[config.mk]
export PLATFORM = sky130hd
export DESIGN_NAME = swm_cell
export DESIGN_NICKNAME = d
export VERILOG_FILES = /design/src/hw/rtl/swm_pkg.sv /design/src/hw/rtl/swm_cell.sv
export SDC_FILE = /design/constraint.sdc
export NUM_CORES = 1
export LEC_CHECK = 0
export BUFFER_PORTS_ARGS = -buffer_cell sky130_fd_sc_hd__buf_4
export CAP_MARGIN = 10
export CORE_ASPECT_RATIO = 0.75
export CORE_MARGIN = 3
export CORE_UTILIZATION = 45
export CTS_CLUSTER_DIAMETER = 60
export DETAILED_ROUTE_END_ITERATION = 16
export PLACE_DENSITY = 0.84
export SYNTH_ARGS = -nofsm -noshare
export SYNTH_HDL_FRONTEND = slang
export SYNTH_SLANG_ARGS = --single-unit
[constraint.sdc]
create_clock -name clk -period 3.29 [get_ports clk]
set_input_delay 0.658 -clock clk [delete_from_list [all_inputs] [get_ports clk]]
set_output_delay 0.658 -clock clk [all_outputs]
set_load 0.05 [all_outputs]
[src/hw/rtl/swm_pkg.sv]
package swm_pkg;

  localparam int WINDOW_MAX = 64;
  localparam int HASH_W     = 64;
  localparam int WSIZE_W    = 7;
  localparam int CNT_W      = (WINDOW_MAX > 1) ? $clog2(WINDOW_MAX) : 1;
  localparam int SEEN_W     = $clog2(WINDOW_MAX + 1);

  localparam logic [WSIZE_W-1:0] WSIZE_RESET = WSIZE_W'(16);

  typedef struct packed {
    logic shift;   // take neighbor's word this cycle
    logic in_win;  // cell position lies inside the active window
  } swm_ctl_t;

  // window size clamped to [1, WINDOW_MAX]
  function automatic logic [SEEN_W-1:0] eff_w(input logic [WSIZE_W-1:0] ws);
    if (ws == '0) begin
      return SEEN_W'(1);
    end else if (int'(ws) > WINDOW_MAX) begin
      return SEEN_W'(WINDOW_MAX);
    end else begin
      return SEEN_W'(ws);
    end
  endfunction

endpackage

[src/hw/rtl/swm_cell.sv]
module swm_cell
  import swm_pkg::*;
(
  input  logic              clk,
  input  logic              rst_n,
  input  swm_ctl_t          ctl,
  input  logic [HASH_W-1:0] hash_in,
  input  logic              valid_in,
  input  logic [HASH_W-1:0] pm_in,
  output logic [HASH_W-1:0] hash_out,
  output logic              valid_out,
  output logic [HASH_W-1:0] pm_out
);

  logic [HASH_W-1:0] hash_r;
  logic              valid_r;
  logic [HASH_W-1:0] pm_r;
  logic              take;

  // running minimum from upstream cells, this cell joins when valid and in window
  assign take = valid_r && ctl.in_win && (hash_r < pm_in);

  always_ff @(posedge clk) begin
    if (!rst_n) begin
      valid_r <= 1'b0;
    end else if (ctl.shift) begin
      valid_r <= valid_in;
    end
  end

  always_ff @(posedge clk) begin
    if (ctl.shift) begin
      hash_r <= hash_in;
    end
    pm_r <= take ? hash_r : pm_in;
  end

  assign hash_out  = hash_r;
  assign valid_out = valid_r;
  assign pm_out    = pm_r;

endmodule

Word-level counts from Yosys, hierarchy flattened
Index checks and enable logic that the tools add are counted.
W data, S select, Z words.
{"block": "totals", "wordCells": 7, "register_bits": 129}
{"block": "op_classes", "order_cmp": 1, "mux": 1, "reduce_logical": 2}
{"cell": "$lt A64 B64 Y1", "n": 1}
{"cell": "$mux W64", "n": 1}
{"cell": "$logic_and A1 B1 Y1", "n": 2}

Logic depth before layout (Yosys ltp)
{"block": "logic_depth", "word_depth": 3, "mapped_depth": 10}

Worst setup path before layout
No wires, ideal clock.
{"block": "synth_path", "path_kind": "register to register", "startpoint": "register hash_r[55] (netlist: hash_out[55])", "endpoint": "register pm_r[10] (netlist: pm_out[10])", "setup_slack_ns": 0.412, "t_arrival_ns": 2.757, "setup_time_ns": 0.121, "path_stages_with_launch": 8, "t_required_ns": 3.169, "period_less_slack_ns": 2.878, "path_cell_list": "edfxtp_1 ha_1 nand4_1 nor4_4 nand4_2 o31ai_4 buf_6 mux2_4"}
{"block": "synth_between", "elab_chain_cells": 3}
{"element": "from (decl)", "line_no": "swm_cell.sv:15", "rtl": "logic [HASH_W-1:0] hash_r;"}
{"element": "from (signal assigned)", "line_no": "swm_cell.sv:33", "rtl": "hash_r <= hash_in;"}
{"element": "$lt A64 B64 Y1", "line_no": "swm_cell.sv:21", "rtl": "assign take = valid_r && ctl.in_win && (hash_r < pm_in);"}
{"element": "$logic_and A1 B1 Y1", "line_no": "swm_cell.sv:21"}
{"element": "$mux W64", "line_no": "swm_cell.sv:35", "rtl": "pm_r <= take ? hash_r : pm_in;"}
{"element": "to (signal assigned)", "line_no": "swm_cell.sv:35"}
{"element": "to (decl)", "line_no": "swm_cell.sv:17", "rtl": "logic [HASH_W-1:0] pm_r;"}
Every way passes these cells.
A chain may end at the register's enable or synchronous reset.

Worst setup path in the final report
{"block": "layout_path", "startpoint": "register hash_r[53] (netlist: hash_out[53])", "endpoint": "register pm_r[0] (netlist: pm_out[0])"}
The elaborated chain is that of the path after synthesis.

==> results.toml <==
[status]
status = "finished, final reports clean"

[synthesis]
yosys_warnings = 0
yosys.area.top_type = "edfxtp_1"
synthMostInstantiatedCell = "dfxtp_1"
synth_commonest_cells = "dfxtp_1 (65), edfxtp_1 (64), ha_1 (63), inv_1 (63), mux2_4 (60)"
synth_cell_types = 30
syn_area_mm2 = 0.00589
synth_edf_count = 64
ys_seq_elements = 129
synthCells = 429
synth_top_area_share_pct = 32.7
ys_seq_area_share_pct = 54.8
yosys_most_used_dff = "dfxtp_1"
ys_async_sr_fraction_pct = 0
synth.area.top_cells = "edfxtp_1 (33%), dfxtp_1 (22%), mux2_4 (15%), ha_1 (13%), inv_1 (4.0%)"
synth_nets = 625
postSynthAreaPerCell_um2 = 13.7

[final_layout]
post_route_cells_drive_above_1_share_pct = 50.9
antenna_cells = 0
layout.nets = 902
area_growth_pct = 46.6

[setup_path]
rr_startpoint = "hash_out[53]"
crit_arrival_ns = 3.18
worstSetupStartpointType = "flop"
cp-end-kind = "flop"
rrSetupSlack_ns = 0.39
ff2ff_path_depth = 7
cp_max_fo = 31
required_ns = 3.57
crit_path_end = "pm_out[0]"
crit_start = "hash_out[53]"
reg2reg_to = "pm_out[0]"
worst-setup-path-type = "reg -> reg"

[global_route]
grt.overflow.total = 0
grt_max_degree = 66
antenna_found_initial = 0
grt_pass1_wl_mm = 25.4
grt_pass1_vias = 4880
global_route.usage.total_pct = 22.1

[clock_network]
cts_buffers = 17
cts_sinks = 129
tritoncts = "done"
htree_levels = 4
cts_hold_buf = 0
post_cts_resized = 0
clk_latency_ns = 0.40
cts_max_path_buffers = 2
clkSlewWorstSetupHoldPaths_ns = 0.06
post-cts-setup-buffers = 0
cts_root_buf = "clkbuf_16"

[power_and_ir_drop]
p_seq_share_pct = 38.7
p_per_area_mw_per_mm2 = 569
sw_frac_of_total_pct = 30.0
p_sw_mw = 1.47
p_int_mw = 3.44
leakagePower_nw = 4.35
combPwrFrac_pct = 22.7
peakVddDrop_mv = 0.410
total_power_mw = 4.91
power_frac_clock_pct = 38.6

[route]
postRouteAntennaNets = 0
firstDrtPassIters = 4
route.detailed.drc = 0
wl_mm = 16.2
wire_per_inst_um = 18.3
drt_iter0_markers = 180
routed_via_density = 4.98
vias = 4409

[timing]
relSlewSlack_pct = 39.0
worst_pin_slew_ns = 0.915
rsz0062_at_grt = "no"
hold_viol = 0
max_freq_ghz = 0.345
min_period_over_period_pct = 88.1
drv_slew = 0
tns_ns = 0
setup-violations-final = 0
skew_ns = 0.00749
final.min_clock_period_ns = 2.90

[floorplan]
pin_count = 262
die_h_um = 105
core-area_mm2 = 0.0125
die_w_um = 138
rows = 35
start_util_pct = 47.0
die-area_mm2 = 0.0145

[job]
drv_cap = 0

[place]
gp_congestion = 0.784
dp.final_hpwl_mm = 12.6
io_buffer_count = 261

[worst_hold_path]
hp-start = "hash_in[24]"
worstHoldPathType = "in -> reg"
==> power by group through the flow <==
stage,clock (mW),sequential (mW),combinational (mW)
after floorplan,0,2.34,0.269
after global placement,0,1.93,1.08
after detailed placement,0,1.93,1.11
after CTS,1.93,1.90,1.12
after global routing,1.99,1.91,1.18
final,1.89,1.90,1.11
==> stage by stage <==
step                      instance area [µm²]  utilization [%]  setup slack, ns  std cells  hold slack, ns
after CTS                                8630             68.9            0.384        885           0.414
after floorplan                          5890                -            0.412        429           0.754
after detailed placement                 8030             64.1           0.0911        853           0.526
after global routing                     8630             68.9            0.245        885           0.407
after global placement                   8030             64.1            0.133        853           0.524
final                                    8630             68.9            0.392        885           0.430
==> worst min path at each step <==
stage | endpoint | slack, ns | cells past startpoint
final | hash_out[24] | 0.43 | 1
after global routing | hash_out[56] | 0.41 | 1
after CTS | hash_out[24] | 0.41 | 1
after detailed placement | pm_out[36] | 0.53 | 1
after global placement | valid_out | 0.52 | 2
after floorplan | valid_out | 0.75 | 2
==> flip-flops by register name, summed over array words and instances (netlist names) <==
signal and flops:
pm_out 64, hash_out 64, valid_out 1
==> cells by family after synthesis <==
group,synth area share (%)
adder cells (fa/ha/maj),13.4
AND/OR/NAND/NOR,4.91
multiplexers,16.2
flip-flops,54.8
buffers and inverters,5.17
AO/OA/AOI/OAI,5.53
==> cell type report <==
cell class	instances	area, µm²
fillers	903	3900
flip-flops and latches	129	3220
multi-input cells	231	2360
repair buffers	264	2010
clock buffers	18	429
inverters	63	236
well taps	166	208
clock inverters	14	164
==> critical path: stages (launching register included) <==
cell and delay (ns):
edfxtp_1 0.48, ha_1 0.35, nand4_1 0.20, nor4_4 0.47, nand4_2 0.21, o31ai_4 0.39
buf_12 0.30, mux2_2 0.37
==> metal layers <==
| metal | GRT usage [%] | share of wire, % | vias to the layer above |
|---|---|---|---|
| met5 | 0 | 0 | - |
| met4 | 8.04 | 2.5 | 0 |
| met3 | 5.67 | 5.2 | 36 |
| met2 | 39.5 | 52 | 170 |
| met1 | 25.5 | 41 | 2120 |
| li1 | - | - | 2083 |
==> layout by cell type (no fill, tap or decap), drive strengths merged <==
master,count
nand2,18
o21a,2
a21o,3
a221oi,2
clkinvlp,3
o31a,2
o31ai,1
clkinv,6
o21ai,11
inv,65
o22ai,1
and4bb,1
dfxtp,65
o21ba,1
nor3,3
ha,63
nor2,6
mux2i,1
mux2,64
bufinv,3
and4,2
clkbuf,18
edfxtp,64
a211oi,3
nand4,10
nand3,5
nor2b,3
a21oi,27
buf,264
nor4,2
Note: power is estimated with default switching activity, not from simulation.
